<file path="src/rtl/lkvc_pkg.sv">
`timescale 1ns / 1ps
// ----------------------------------------------------------------------------
// LRU key-value cache package
// Sizes, entry types and the command and status bundles shared by the
// controller and the datapath.
// ----------------------------------------------------------------------------
package lkvc_pkg;

	localparam int MAX_ENTRIES = 16;
	localparam int KEY_BITS    = 16;
	localparam int VALUE_BITS  = 32;
	localparam int CFG_BITS    = 5;

	localparam int IDX_W = (MAX_ENTRIES > 1) ? $clog2(MAX_ENTRIES) : 1;
	localparam int CNT_W = $clog2(MAX_ENTRIES + 1);

	localparam logic [CFG_BITS-1:0] CAPACITY_RESET = CFG_BITS'(MAX_ENTRIES);

	localparam logic CMD_GET = 1'b0;
	localparam logic CMD_PUT = 1'b1;

	typedef logic [IDX_W-1:0]      idx_t;
	typedef logic [CNT_W-1:0]      cnt_t;
	typedef logic [KEY_BITS-1:0]   key_t;
	typedef logic [VALUE_BITS-1:0] value_t;

	typedef struct packed {
		logic load;    // capture a new transaction
		logic scan;    // examine the entry at idx
		logic commit;  // update the store and write the result register
		idx_t idx;
	} ctrl_cmd_t;

	typedef struct packed {
		logic out_free;  // result register can take a new result this cycle
	} dp_status_t;

endpackage

</file>
<file path="src/rtl/lkvc_ctrl.sv">
`timescale 1ns / 1ps
// ----------------------------------------------------------------------------
// LRU key-value cache controller
// Sequences one transaction: capture, entry-by-entry scan, then commit
// once the result register is free.
// ----------------------------------------------------------------------------
module lkvc_ctrl
	import lkvc_pkg::*;
(
	input  logic       clk,
	input  logic       arst_n,
	input  logic       in_valid,
	output logic       in_stall,
	input  dp_status_t status,
	output ctrl_cmd_t  cmd
);

	typedef enum logic [1:0] {
		ST_IDLE,
		ST_SCAN,
		ST_COMMIT
	} state_t;

	state_t state_q;
	idx_t   idx_q;
	logic   last_idx;

	assign last_idx = (idx_q == IDX_W'(MAX_ENTRIES - 1));
	assign in_stall = (state_q != ST_IDLE);

	always_comb begin
		cmd.load   = (state_q == ST_IDLE) && in_valid;
		cmd.scan   = (state_q == ST_SCAN);
		cmd.commit = (state_q == ST_COMMIT) && status.out_free;
		cmd.idx    = idx_q;
	end

	always_ff @(posedge clk or negedge arst_n) begin
		if (!arst_n) begin
			state_q <= ST_IDLE;
			idx_q   <= '0;
		end else begin
			case (state_q)
				ST_IDLE: begin
					idx_q <= '0;
					if (in_valid) begin
						state_q <= ST_SCAN;
					end
				end
				ST_SCAN: begin
					if (last_idx) begin
						state_q <= ST_COMMIT;
					end else begin
						idx_q <= idx_q + 1'b1;
					end
				end
				ST_COMMIT: begin
					// hold until the previous result has been taken
					if (status.out_free) begin
						state_q <= ST_IDLE;
					end
				end
				default: begin
					state_q <= ST_IDLE;
				end
			endcase
		end
	end

endmodule

</file>
<file path="src/rtl/lkvc_datapath.sv">
`timescale 1ns / 1ps
// ----------------------------------------------------------------------------
// LRU key-value cache datapath
// Entry store with age ranks, capacity register, scan trackers and the
// result register.
// ----------------------------------------------------------------------------
module lkvc_datapath
	import lkvc_pkg::*;
(
	input  logic                   clk,
	input  logic                   arst_n,
	input  ctrl_cmd_t              cmd,
	output dp_status_t             status,
	input  logic                   cfg_wen,
	input  logic [CFG_BITS-1:0]    cfg_wdata,
	input  logic                   command,
	input  logic [15:0]            lookup_key,
	input  logic signed [31:0]     write_value,
	output logic                   out_valid,
	input  logic                   out_stall,
	output logic                   key_found,
	output logic signed [31:0]     read_value
);

	logic [MAX_ENTRIES-1:0] valid_q;
	key_t                   key_q   [MAX_ENTRIES];
	value_t                 value_q [MAX_ENTRIES];
	idx_t                   age_q   [MAX_ENTRIES];
	cnt_t                   count_q;
	logic [CFG_BITS-1:0]    capacity_q;

	logic   cmd_q;
	key_t   req_key_q;
	value_t req_value_q;
	logic   hit_q;
	idx_t   hit_idx_q;
	logic   free_q;
	idx_t   free_idx_q;

	logic   out_valid_q;
	logic   found_q;
	value_t result_q;

	cnt_t                   cap_lim;
	logic                   evict_now;
	logic [MAX_ENTRIES-1:0] keep;
	logic                   scan_match;
	logic                   scan_free;
	idx_t                   hit_age;

	// capacity of zero acts as one, anything above the store size as the store size
	always_comb begin
		if (capacity_q == '0) begin
			cap_lim = CNT_W'(1);
		end else if (CNT_W'(capacity_q) > CNT_W'(MAX_ENTRIES)) begin
			cap_lim = CNT_W'(MAX_ENTRIES);
		end else begin
			cap_lim = CNT_W'(capacity_q);
		end
	end

	assign evict_now = (count_q >= cap_lim);

	// ages are a permutation of 0..count-1, so evicting down to cap-1 entries
	// drops exactly the entries ranked cap-1 or older
	always_comb begin
		for (int j = 0; j < MAX_ENTRIES; j++) begin
			keep[j] = valid_q[j] &&
				!(evict_now && ((CNT_W'(age_q[j]) + CNT_W'(1)) >= cap_lim));
		end
	end

	assign scan_match = valid_q[cmd.idx] && (key_q[cmd.idx] == req_key_q);
	assign scan_free  = !keep[cmd.idx];
	assign hit_age    = age_q[hit_idx_q];

	assign status.out_free = !out_valid_q || !out_stall;

	assign out_valid  = out_valid_q;
	assign key_found  = found_q;
	assign read_value = signed'(result_q);

	always_ff @(posedge clk or negedge arst_n) begin
		if (!arst_n) begin
			capacity_q <= CAPACITY_RESET;
		end else if (cfg_wen) begin
			capacity_q <= cfg_wdata;
		end
	end

	// transaction capture and scan trackers
	always_ff @(posedge clk) begin
		if (cmd.load) begin
			cmd_q       <= command;
			req_key_q   <= lookup_key[KEY_BITS-1:0];
			req_value_q <= unsigned'(write_value);
			hit_q       <= 1'b0;
			free_q      <= 1'b0;
		end else if (cmd.scan) begin
			if (!hit_q && scan_match) begin
				hit_q     <= 1'b1;
				hit_idx_q <= cmd.idx;
			end
			if (!free_q && scan_free) begin
				free_q     <= 1'b1;
				free_idx_q <= cmd.idx;
			end
		end
	end

	// entry payload and ranks
	always_ff @(posedge clk) begin
		if (cmd.commit) begin
			if (hit_q) begin
				for (int j = 0; j < MAX_ENTRIES; j++) begin
					if (valid_q[j] && (age_q[j] < hit_age)) begin
						age_q[j] <= age_q[j] + 1'b1;
					end
				end
				age_q[hit_idx_q] <= '0;
				if (cmd_q == CMD_PUT) begin
					value_q[hit_idx_q] <= req_value_q;
				end
			end else if (cmd_q == CMD_PUT) begin
				for (int j = 0; j < MAX_ENTRIES; j++) begin
					if (keep[j]) begin
						age_q[j] <= age_q[j] + 1'b1;
					end
				end
				age_q[free_idx_q]   <= '0;
				key_q[free_idx_q]   <= req_key_q;
				value_q[free_idx_q] <= req_value_q;
			end
		end
	end

	always_ff @(posedge clk or negedge arst_n) begin
		if (!arst_n) begin
			valid_q <= '0;
			count_q <= '0;
		end else if (cmd.commit && !hit_q && (cmd_q == CMD_PUT)) begin
			valid_q             <= keep;
			valid_q[free_idx_q] <= 1'b1;
			count_q             <= evict_now ? cap_lim : count_q + 1'b1;
		end
	end

	// result register: set on commit, drop once the receiver takes it
	always_ff @(posedge clk or negedge arst_n) begin
		if (!arst_n) begin
			out_valid_q <= 1'b0;
		end else if (cmd.commit) begin
			out_valid_q <= 1'b1;
		end else if (!out_stall) begin
			out_valid_q <= 1'b0;
		end
	end

	always_ff @(posedge clk) begin
		if (cmd.commit) begin
			found_q <= hit_q;
			if (cmd_q == CMD_PUT) begin
				result_q <= req_value_q;
			end else if (hit_q) begin
				result_q <= value_q[hit_idx_q];
			end else begin
				result_q <= '1;
			end
		end
	end

endmodule

</file>
<file path="src/rtl/lru_key_value_cache_unit.sv">
`timescale 1ns / 1ps
// ----------------------------------------------------------------------------
// LRU key-value cache unit
// Fully associative key-value store with least-recently-used replacement.
// ----------------------------------------------------------------------------
// Usage:
//   Input channel (in_valid / in_stall) carries one get or put transaction:
//   command, lookup_key and write_value. Output channel (out_valid /
//   out_stall) returns one result per transaction: key_found and read_value.
//   cfg_wen / cfg_wdata write the capacity register; write it only while idle.
//   Once a transaction is accepted, the key scan runs over all 16 entries,
//   then a commit writes the result register. A new transaction is not
//   accepted before the previous one has committed; the next one is
//   accepted in the cycle after the commit.
//   The scan walks the entry store one entry per cycle.
//   When out_stall holds a result in the output register, the next
//   transaction still runs its scan, then waits in commit until the result
//   register frees up. in_stall is high whenever a transaction is in flight.
//   Reset clears all valid bits, the entry count and the output valid, and
//   sets the capacity to 16; no clearing pass is needed.
// ----------------------------------------------------------------------------
module lru_key_value_cache_unit
	import lkvc_pkg::*;
(
	input  logic                clk,
	input  logic                arst_n,
	input  logic                cfg_wen,
	input  logic [CFG_BITS-1:0] cfg_wdata,
	input  logic                in_valid,
	output logic                in_stall,
	input  logic                command,
	input  logic [15:0]         lookup_key,
	input  logic signed [31:0]  write_value,
	output logic                out_valid,
	input  logic                out_stall,
	output logic                key_found,
	output logic signed [31:0]  read_value
);

	ctrl_cmd_t  cmd;
	dp_status_t status;

	lkvc_ctrl u_ctrl (
		.clk      (clk),
		.arst_n   (arst_n),
		.in_valid (in_valid),
		.in_stall (in_stall),
		.status   (status),
		.cmd      (cmd)
	);

	lkvc_datapath u_datapath (
		.clk         (clk),
		.arst_n      (arst_n),
		.cmd         (cmd),
		.status      (status),
		.cfg_wen     (cfg_wen),
		.cfg_wdata   (cfg_wdata),
		.command     (command),
		.lookup_key  (lookup_key),
		.write_value (write_value),
		.out_valid   (out_valid),
		.out_stall   (out_stall),
		.key_found   (key_found),
		.read_value  (read_value)
	);

endmodule

</file>
<file path="config.mk">
export PLATFORM = sky130hd
export DESIGN_NAME = lru_key_value_cache_unit
export DESIGN_NICKNAME = d
export VERILOG_FILES = /design/src/rtl/lkvc_pkg.sv /design/src/rtl/lkvc_ctrl.sv /design/src/rtl/lkvc_datapath.sv /design/src/rtl/lru_key_value_cache_unit.sv
export SDC_FILE = /design/constraint.sdc
export NUM_CORES = 1
export LEC_CHECK = 0
export ABC_CLOCK_PERIOD_IN_PS = 4800
export BUFFER_PORTS_ARGS = -buffer_cell sky130_fd_sc_hd__buf_2
export CAP_MARGIN = 20
export CORE_ASPECT_RATIO = 2
export CORE_UTILIZATION = 35
export CTS_BUF_LIST = sky130_fd_sc_hd__clkbuf_8
export CTS_CLUSTER_SIZE = 14
export DETAILED_ROUTE_END_ITERATION = 12
export GPL_ROUTABILITY_DRIVEN = 1
export MAX_ROUTING_LAYER = met4
export SLEW_MARGIN = 10
export SYNTH_ARGS = -nofsm -noshare
export SYNTH_HDL_FRONTEND = slang
export SYNTH_SLANG_ARGS = --single-unit
</file>
<file path="constraint.sdc">
create_clock -name clk -period 4.8 [get_ports clk]
set_input_delay 1.44 -clock clk [delete_from_list [all_inputs] [get_ports clk]]
set_output_delay 1.44 -clock clk [all_outputs]
set_load 0.03 [all_outputs]
</file>
Word level (Yosys, flattened, before mapping)
Memory sizes are Yosys's and may differ from the RTL's. A register that Yosys moved wholly into a read port is not among the register bits. Cells that the tools add are included.

Memories kept: 3. Output and inout bits: 35. RAM bits: 832. Input bits: 59. Bits in registers: 125. Word-level logic and storage cells: 403.

Memories: u_datapath.value_q (depth 16, bits a word 32, rd ports 1, clocked after Yosys merged registers in 1, wr ports 1, RTL line lkvc_datapath.sv:27) `value_t value_q [MAX_ENTRIES];`; u_datapath.key_q (depth 16, bits a word 16, rd ports 1, clocked after Yosys merged registers in 0, wr ports 1, RTL line lkvc_datapath.sv:26) `key_t key_q [MAX_ENTRIES];`; u_datapath.age_q (depth 16, bits a word 4, rd ports 17, clocked after Yosys merged registers in 1, wr ports 17, RTL line lkvc_datapath.sv:28) `idx_t age_q [MAX_ENTRIES];`.

Add/sub/neg operators: 34. Equal/unequal tests: 9. Order comparisons: 37. Mux-type cells: 197. Bitwise gates (word level): 18. Reductions and logical operators: 90.

Operator list (number): $mux W1 (161); $mux W32 (3); $mux W4 (22); $ge A5 B5 Y1 (17); $add A4 B1 Y5 const B (16); $add A4 B1 Y4 const B (17); $lt A4 B4 Y1 (16); $logic_and A1 B1 Y1 (56); $reduce_or A32 Y1 (1); $logic_not A1 Y1 (21); $eq A16 B16 Y1 (1); $or A1 B1 Y1 (16); $or A16 B16 Y16 (1); $mux W5 (3); $lt A4 B5 Y1 const B (2); $reduce_and A3 Y1 (3); $bmux W1 S4 (2); $pmux W4 S2 (1); $mux W2 (3); $ne A2 B1 Y1 const B (3); $pmux W2 S3 (1); $reduce_and A2 Y1 (3); $add A5 B1 Y5 const B (1); $gt A5 B5 Y1 const B (1); other kinds (12) (14).

Logic depth before layout (Yosys ltp)
Gate-level depths: netlist (run 1).

Word-level depth: 13. Gate-level depth with buffers: 15. Gate-level depth less buffers: 12.

By module
A second synthesis (run 1) with hierarchy kept.

Cell total of the unflattened synthesis: 2354. Area total of the unflattened synthesis: 41340.9 µm².

Modules (own cells, without submodules): lkvc_datapath (area each 41028.1 µm², cells an instance 2321, times used 1, sequential area each 27843.0 µm²); lkvc_ctrl (area each 312.8 µm², cells an instance 33, times used 1, sequential area each 150.1 µm²).

Worst setup path after synthesis (run 1)
OpenSTA, ideal clock, no wires.

Path type: in2reg. Start point: in out_stall. End point: mem u_datapath.value_q[7][0] (netlist bit) (enable). Library setup time: 0.421 ns. Setup slack: -0.702 ns. Stages: 3. Arrival time: 5.081 ns. Cell sequence: a21oi_1 > nand4_1 > nor2_1.

Cells in the longest elaborated chain, start to end: 7. Elaborated cells between the ends (all ways): 10. Classes of those cells: 6 x mux; 4 x reduce/logical.

RTL lines: start: declaration (RTL line lru_key_value_cache_unit.sv:35) `input logic out_stall,`; $logic_not A1 Y1 (*) (RTL line lkvc_datapath.sv:77) `assign status.out_free = !out_valid_q || !out_stall;`; $logic_or A1 B1 Y1 (*) (RTL line lkvc_datapath.sv:77); $logic_and A1 B1 Y1 (*) (RTL line lkvc_ctrl.sv:34) `cmd.commit = (state_q == ST_COMMIT) && status.out_free;`; $mux W1 (RTL line lkvc_datapath.sv:113) `if (cmd.commit) begin`; $mux W1 (not written as such) (RTL line lkvc_datapath.sv:132) `value_q[free_idx_q] <= req_value_q;`; $reduce_or A32 Y1 (no source line); $mux W4 (no source line) / $mux W1 (equally long branches); end: declaration (RTL line lkvc_datapath.sv:27).

Mark *: on every way between the ends. The rest lies on a longest branch, timed or not.

Worst setup path after layout (run 1)
Start point: reg u_datapath.capacity_q[1]. End point: reg u_datapath.free_idx_q[2] (enable).

Cells in the longest elaborated chain, start to end: 12. Elaborated cells between the ends (all ways): 74. Classes of those cells: 18 x order compare; 4 x mux; 52 x reduce/logical.

RTL lines: start: declaration (RTL line lkvc_datapath.sv:30) `logic [CFG_BITS-1:0] capacity_q;`; start signal: assignment (RTL line lkvc_datapath.sv:87) `capacity_q <= cfg_wdata;`; $gt A5 B5 Y1 (RTL line lkvc_datapath.sv:55) `end else if (CNT_W'(capacity_q) > CNT_W'(MAX_ENTRIES)) begin`; $mux W5 (RTL line lkvc_datapath.sv:55); $mux W5 (*) (RTL line lkvc_datapath.sv:53) `if (capacity_q == '0) begin`; $ge A5 B5 Y1, on equally long branches (RTL line lkvc_datapath.sv:62, lkvc_datapath.sv:69); $logic_and A1 B1 Y1 (RTL line lkvc_datapath.sv:69) `!(evict_now && ((CNT_W'(age_q[j]) + CNT_W'(1)) >= cap_lim));`; $logic_not A1 Y1 (RTL line lkvc_datapath.sv:69); $logic_and A1 B1 Y1 (RTL line lkvc_datapath.sv:68) `keep[j] = valid_q[j] &&`; $bmux W1 S4 (*) (RTL line lkvc_datapath.sv:74) `assign scan_free = !keep[cmd.idx];`; $mux W1 (not written as such) (*) (RTL line lkvc_datapath.sv:74); $logic_not A1 Y1 (*) (RTL line lkvc_datapath.sv:74); $logic_and A1 B1 Y1 (*) (RTL line lkvc_datapath.sv:104) `if (!free_q && scan_free) begin`; $reduce_and A3 Y1 (no source line) (*); end signal: assignment (RTL line lkvc_datapath.sv:106) `free_idx_q <= cmd.idx;`; end: declaration (RTL line lkvc_datapath.sv:38) `idx_t free_idx_q;`.

Mark *: on every way between the ends. The rest lies on a longest branch, timed or not. The select of a mux whose other input is x is not followed. A chain may end at the register's enable or synchronous reset.

==> metrics.txt, run 1 <==
CTS Root Cell clkbuf_8; GR met3 Demand/Resource 0.0272; Reg clk slew, reported paths 0.07 ns; WP data arrival 4.71 ns; Die Span X 244 um; FF-to-FF End u_datapath.free_idx_q[2]; Die ar. 119000 sq um; Post-synth EDFFs 858; die height 487 um; Reg2Reg Launch Point u_datapath.capacity_q[1]; share of post-route cells with drive strength above 1 0.254; core area 116000 sq um; kind of start point of the critical path register; met1 Resource Use GR 0.190; Critical Path Slowest Stage Cell o31ai_1; Final Hold Fails 0; Synth Cell Area 41100 sq um; routed len/inst 24.3 um; commonest non-fill, non-tap cell in the layout edfxtp_1; Non-Filler Instances 4210; clock group share of total power 0.333; Initial DRC Count 1677; total CTS buffers 138; Reg power frac 0.514; setup repair bufs after CTS 0; dpl cells 3957; delay-heaviest family, CP compound AO/OA/AOI/OAI gates; met2 Resource Use GR 0.319; # fillers 10600; vias in the first global route 24400; Worst Setup EP u_datapath.free_idx_q[2]; max-cap violation count 0; crit path from u_datapath.capacity_q[1]; Sw Share 0.280; gr busiest metal met2; vias per cell 5.32; Worst Tran Pin Value 1.15 ns; CP max FO 18; first-pass GRT wire length 154000 um; GRT Total Usage 0.180; Area growth syn-to-layout 13.5%; NumNets Final 2764; Pwr Density 418 nW/um^2; critical path data required time 5.33 ns; Skew-Pair Late Insertion Delay 0.84 ns; via count 22400; H-tree Lvls 4; Leakage 16.0 nW; DRT Pass-1 Iters 8; Final Cycle Share 0.872; Buffers on Ports 93; Setup-failing EPs final 0; critical path cell sequence nor3_1, nor2_1, nor2_1, ha_1, nand2b_1, maj3_1, a221oi_4, buf_4, a22o_1, o2bb2ai_1, a211oi_1, o31ai_1, nor3_1; maximum VDD drop 0.322 mV; largest net degree at the start of global routing 124; final slew viol count 0; post-CTS sizing 0; top_reg_cell synth edfxtp_1; Cell Rows 177; # hold bufs at CTS 0; Cell variety after synth 84; Hold WS 0.462 ns; Post-synth ARST share 0.0343; critical path capture point type register; RSZ-0062 raised after global routing no; Starting Density 0.353; clk buf depth 3; Mean Syn Cell Area 17.5 sq um; status completed; Sink Count 961; post-DP HPWL 65300 um; critical path depth 13; Mapped Cells 2354; Top-Level Pins 94; antenna viol nets, final 0; TritonCTS clock tree built; clk_skew 0.0379 ns; sw power 0.00547 W; Fmax 239 MHz; Min-Delay Path Class register to register; grt total ovfl 0; Reg2Reg Depth 13; combinational share of power 0.153; buffers and inverters on the worst path 1; P_int 0.0140 W; Placer Congestion 0.895; Synth Net Count 2542; R2R setup slack 0.61 ns; drc violations 0; total number of yosys warnings 0; WS Path Type register to register; DRT Wirelength 102000 um; synthesized flop and latch total 961; register area share after synthesis 0.681; most frequent cells in the layout edfxtp_1, mux4_2, nor2_1, clkbuf_8, ha_1; initial antenna violation count 4; Rel. slew slack 0.233; Final min period 4.19 ns; critical path's largest stage delay 0.69 ns
==> per-layer routing <==
layer | up-vias | share of wire
met5 | - | 0
met4 | 0 | 0.056
met3 | 275 | 0.043
met2 | 729 | 0.54
met1 | 11500 | 0.36
li1 | 9885 | -
==> state kept, by name (all words and copies together), names as in the netlist, 4 cells and up, named ones only <==
signal,cells
u_ctrl.idx_q,4
u_datapath.age_q,64
u_datapath.capacity_q,5
u_datapath.count_q,5
u_datapath.free_idx_q,4
u_datapath.hit_idx_q,4
u_datapath.key_q,256
u_datapath.read_value,32
u_datapath.req_key_q,16
u_datapath.req_value_q,32
u_datapath.valid_q,16
u_datapath.value_q,512
==> cell usage after synthesis (7+ instances only) <==
library cell,instances,share of area
or3_1,12,0.0018
nand3_1,34,0.0041
and3_1,24,0.0037
a21o_1,10,0.0018
mux2i_1,53,0.013
nand2_1,77,0.0070
o21ai_1,8,0.00097
inv_1,67,0.0061
o221ai_1,7,0.0015
nor3_1,12,0.0015
o21ai_0,62,0.0075
dfxtp_1,70,0.034
clkbuf_1,51,0.0047
ha_1,129,0.039
nor2_1,169,0.015
mux4_2,248,0.14
buf_2,15,0.0018
xor2_1,40,0.0085
buf_1,22,0.0020
edfxtp_1,858,0.63
a31oi_1,14,0.0021
nor2b_1,22,0.0033
dfrtp_1,32,0.019
a211oi_1,10,0.0018
a21oi_1,103,0.013
o211ai_1,11,0.0020
xnor2_1,40,0.0085
nand2b_1,19,0.0029
==> per-stage QoR <==
step | area (sq um) | TNS [ns] | power, W | util | setup WS [ns]
global placement | 43900 | 0 | 0.0131 | 0.377 | 0.562
detailed placement | 44000 | 0 | 0.0132 | 0.377 | 0.626
floorplan | 41100 | -21.28 | 0.0121 | - | -0.0426
global route | 46700 | 0 | 0.0203 | 0.401 | 0.453
finish | 46700 | 0 | 0.0195 | 0.401 | 0.613
CTS | 46700 | 0 | 0.0197 | 0.401 | 0.630
==> layout make-up <==
| cell class | count | area (sq um) | area share |
|---|---|---|---|
| Inverter | 70 | 264 | 0.00566 |
| Antenna cell | 4 | 10.0 | 0.000214 |
| Clock inverter | 108 | 762 | 0.0163 |
| Sequential cell | 961 | 28000 | 0.600 |
| Tap cell | 1521 | 1900 | 0.0408 |
| Clock buffer | 141 | 1940 | 0.0416 |
| Multi-Input combinational cell | 1225 | 12600 | 0.270 |
| Timing Repair Buffer | 180 | 1180 | 0.0253 |
==> kinds of logic (layout without fill, tap and decap cells) <==
group | Yosys count | after routing | synth area share
flip-flops | 961 | 961 | 0.681
AND/OR/NAND/NOR | 409 | 409 | 0.0472
multiplexers | 312 | 312 | 0.153
AO/OA/AOI/OAI | 288 | 288 | 0.0441
buffers and inverters | 168 | 499 | 0.0173
adder cells (fa/ha/maj) | 136 | 136 | 0.0410
XOR/XNOR | 80 | 80 | 0.0170
other | 0 | 4 | 0
==> power groups by stage <==
stage                     combinational, W  clock [W]  sequential, W
final                              0.00299    0.00649         0.0100
after global routing               0.00324    0.00698         0.0101
after CTS                          0.00302    0.00668         0.0100
after detailed placement           0.00301          0         0.0102
after global placement             0.00294          0         0.0102
after floorplan                    0.00228          0        0.00987
==> worst min-delay path by stage <==
stage,end,cells after the start,from
3_3_place_gp,u_datapath.free_q,2,u_datapath.free_q
4_1_cts,u_datapath.free_q,2,u_datapath.free_q
3_5_place_dp,u_datapath.free_q,2,u_datapath.free_q
6_report,u_datapath.free_q,2,u_datapath.free_q
2_1_floorplan,u_datapath.free_q,2,u_datapath.free_q
5_1_grt,u_datapath.free_q,2,u_datapath.free_q
==> tightest hold or removal path, cell delays in order, from the launching register on <==
cell     delay, ns
dfxtp_1       0.32
nand2_1       0.05
o21ai_1       0.05
Power figures use the tool's default switching activity.
==> run 2: changes to the inputs <==
==> constraint.sdc (replaced) <==
create_clock -name clk -period 4.8 [get_ports clk]
set_input_delay 0.72 -clock clk [delete_from_list [all_inputs] [get_ports clk]]
set_output_delay 0.72 -clock clk [all_outputs]
set_load 0.03 [all_outputs]
==> run 2 against run 1 <==
- wire length is 4.2% higher
- fmax down 4.7%
- critical path depth fell by 3
- utilization is 0.24 points higher
- count of clock-buffer cells in the layout is 1 higher
- non-clock buffer count up 32
- final area is 0.61% higher
- critical path type unchanged
- largest cell class unchanged
==> metrics.txt, run 2 (synthesis results as in run 1) <==
status completed; clk buf depth 3 (unchanged); Pwr Density 413 nW/um^2 (-1.2%); RSZ-0062 raised after global routing no; largest net degree at the start of global routing 69 (-44%); clk_skew 0.0365 ns (-0.00146 ns); Reg clk slew, reported paths 0.06 ns (about the same); routed len/inst 25.1 um (+3.4%); # fillers 10600 (-0.49%); Top-Level Pins 94 (unchanged); setup repair bufs after CTS 0 (unchanged); Fmax 228 MHz (-4.7%); HP Start lookup_key[9]; CP max FO 17 (-1); number of flip-flops in the largest register 512 (unchanged); Die Span X 244 um (unchanged); Sink Count 961 (unchanged); CTS Root Cell clkbuf_8; Hold Path End u_datapath.req_key_q[9]; DRT Wirelength 107000 um (+4.2%); WP data arrival 5.09 ns (+0.38 ns); Largest Register u_datapath.value_q; share of post-route cells with drive strength above 1 0.247 (-0.00666); DP Worst Slack 0.467 ns (-0.159 ns); Die ar. 119000 sq um (unchanged); Leakage 16.2 nW (+0.82%); setup TNS 0 ns (unchanged); Starting Density 0.353 (unchanged); antenna viol nets, final 0 (unchanged); Final Cycle Share 0.915 (+0.0429); critical path data required time 5.49 ns (+0.16 ns); clock group share of total power 0.329 (-0.004); Final min period 4.39 ns (+0.206 ns); max-cap violation count 0 (unchanged); Rel. slew slack 0.310 (+0.0774); DR top layer met4; maximum VDD drop 0.259 mV (-20%); Crit path top cell by count mux4_2; Area growth syn-to-layout 14.2%; most frequent cells in the layout edfxtp_1, mux4_2, nor2_1, clkbuf_8, ha_1; TritonCTS clock tree built; PnR worst setup slack 0.407 ns (-0.206 ns); grt total ovfl 0 (unchanged); GRT Total Usage 0.187 (+0.00675); critical path capture point type register; die height 487 um (unchanged); H-tree Lvls 4 (unchanged); WL met3 4990 um (+13%); Reg2Reg Depth 10 (-3); combinational share of power 0.154 (about the same); Util after Layout 0.403 (+0.00245); Final Hold Fails 0 (unchanged); Critical Path Slowest Stage Cell mux4_2; Reg power frac 0.518 (+0.004); vias in the first global route 24500 (+0.67%); initial antenna violation count 5 (+1); hold depth 1 (-1); drc violations 0 (unchanged); Non-Filler Instances 4244 (+0.81%); critical path cell sequence mux4_2, mux4_2, inv_1, ha_1, a21o_1, a2111oi_0, a2bb2oi_1, nor2b_1, xnor2_1, nor2_1; critical path's largest stage delay 0.64 ns (-0.05 ns); post-CTS sizing 0 (unchanged); Buffers on Ports 93 (unchanged); Initial DRC Count 1774 (+5.8%); dpl cells 3951 (-0.15%); Setup-failing EPs final 0 (unchanged); DRT Pass-1 Iters 5 (-3); Met2 Wirelength 57000 um (+3.2%); NumNets Final 2798 (+1.2%); Cell Rows 177 (unchanged); Placer Congestion 0.942 (+5.2%); FF-to-FF End u_datapath.age_q[7][2]; total CTS buffers 140 (+1.4%); Sw Share 0.285 (+0.00426); WS Path Type register to register; core area 116000 sq um (unchanged); post-DP HPWL 65500 um (+0.39%); kind of start point of the critical path register; Skew-Pair Late Insertion Delay 0.84 ns (about the same); R2R setup slack 0.41 ns (-0.21 ns); via count 23100 (+2.9%); commonest non-fill, non-tap cell in the layout edfxtp_1; top flop regs u_datapath.value_q (512), u_datapath.key_q (256), u_datapath.age_q (64); M1 WL 39100 um (+5.7%); sw power 0.00552 W (+0.93%); final slew viol count 0 (unchanged); Worst Tran Pin Value 1.03 ns (-0.116 ns); P_int 0.0139 W (-1.2%); Min-Delay Path Class input port to register; first-pass GRT wire length 159000 um (+3.3%); vias per cell 5.43 (+2.1%)
run 2: routing by layer:
layer / vias up / GRT usage
li1: 9943 / -
met4: 0 / 0.0988
met5: - / -
met1: 11900 / 0.201
met3: 329 / 0.0289
met2: 854 / 0.330
run 2: critical path, delay by kind of cell (launching register included):
family / cells / cell delay, ns
AND/OR/NAND/NOR: 2 / 0.30
multiplexers: 2 / 1.13
buffers and inverters: 1 / 0.55
flip-flops: 1 / 0.60
XOR/XNOR: 1 / 0.14
adder cells (fa/ha/maj): 1 / 0.38
AO/OA/AOI/OAI: 3 / 1.16
run 2: power by group through the flow:
stage / Clock, W / Sequential, W / Combinational, W
floorplan: 0 / 0.00987 / 0.00228
global placement: 0 / 0.0102 / 0.00290
detailed placement: 0 / 0.0102 / 0.00295
CTS: 0.00656 / 0.0101 / 0.00299
global route: 0.00685 / 0.0101 / 0.00322
finish: 0.00637 / 0.0100 / 0.00298
run 2: how the worst max path moves through the flow:
| stage | endpoint | cells after the start |
|---|---|---|
| 6_report | u_datapath.age_q[7][2] | 10 |
| 5_1_grt | u_datapath.age_q[7][2] | 10 |
| 4_1_cts | u_datapath.age_q[7][2] | 10 |
| 3_5_place_dp | u_datapath.age_q[7][2] | 10 |
| 3_3_place_gp | u_datapath.age_q[7][2] | 10 |
| 2_1_floorplan | u_datapath.value_q[7][0] | 3 |
run 2: final cells by class:
cell class,instances,area (sq um),area share
clock inverters,111,709,0.0151
inverters,70,264,0.00562
well taps,1521,1900,0.0405
clock buffers,142,1950,0.0416
multi-input cells,1225,12600,0.269
flip-flops and latches,961,28000,0.596
diodes,2,5.00,0.000107
repair buffers,212,1500,0.0319
run 2: stage by stage:
stage               instance area [sq um]  hold slack (ns)  total power (W)
floorplan                           41100            0.424           0.0121
finish                              47000           0.0693           0.0194
detailed placement                  43900            0.452           0.0132
CTS                                 46900          0.00222           0.0196
global route                        47000           0.0237           0.0202
global placement                    43900            0.448           0.0131
run 2: what timing repair did:
item	4_1_cts	5_1_grt
setup endpoints to repair	0	0
hold endpoints to repair	47	0
hold buffers	37	0
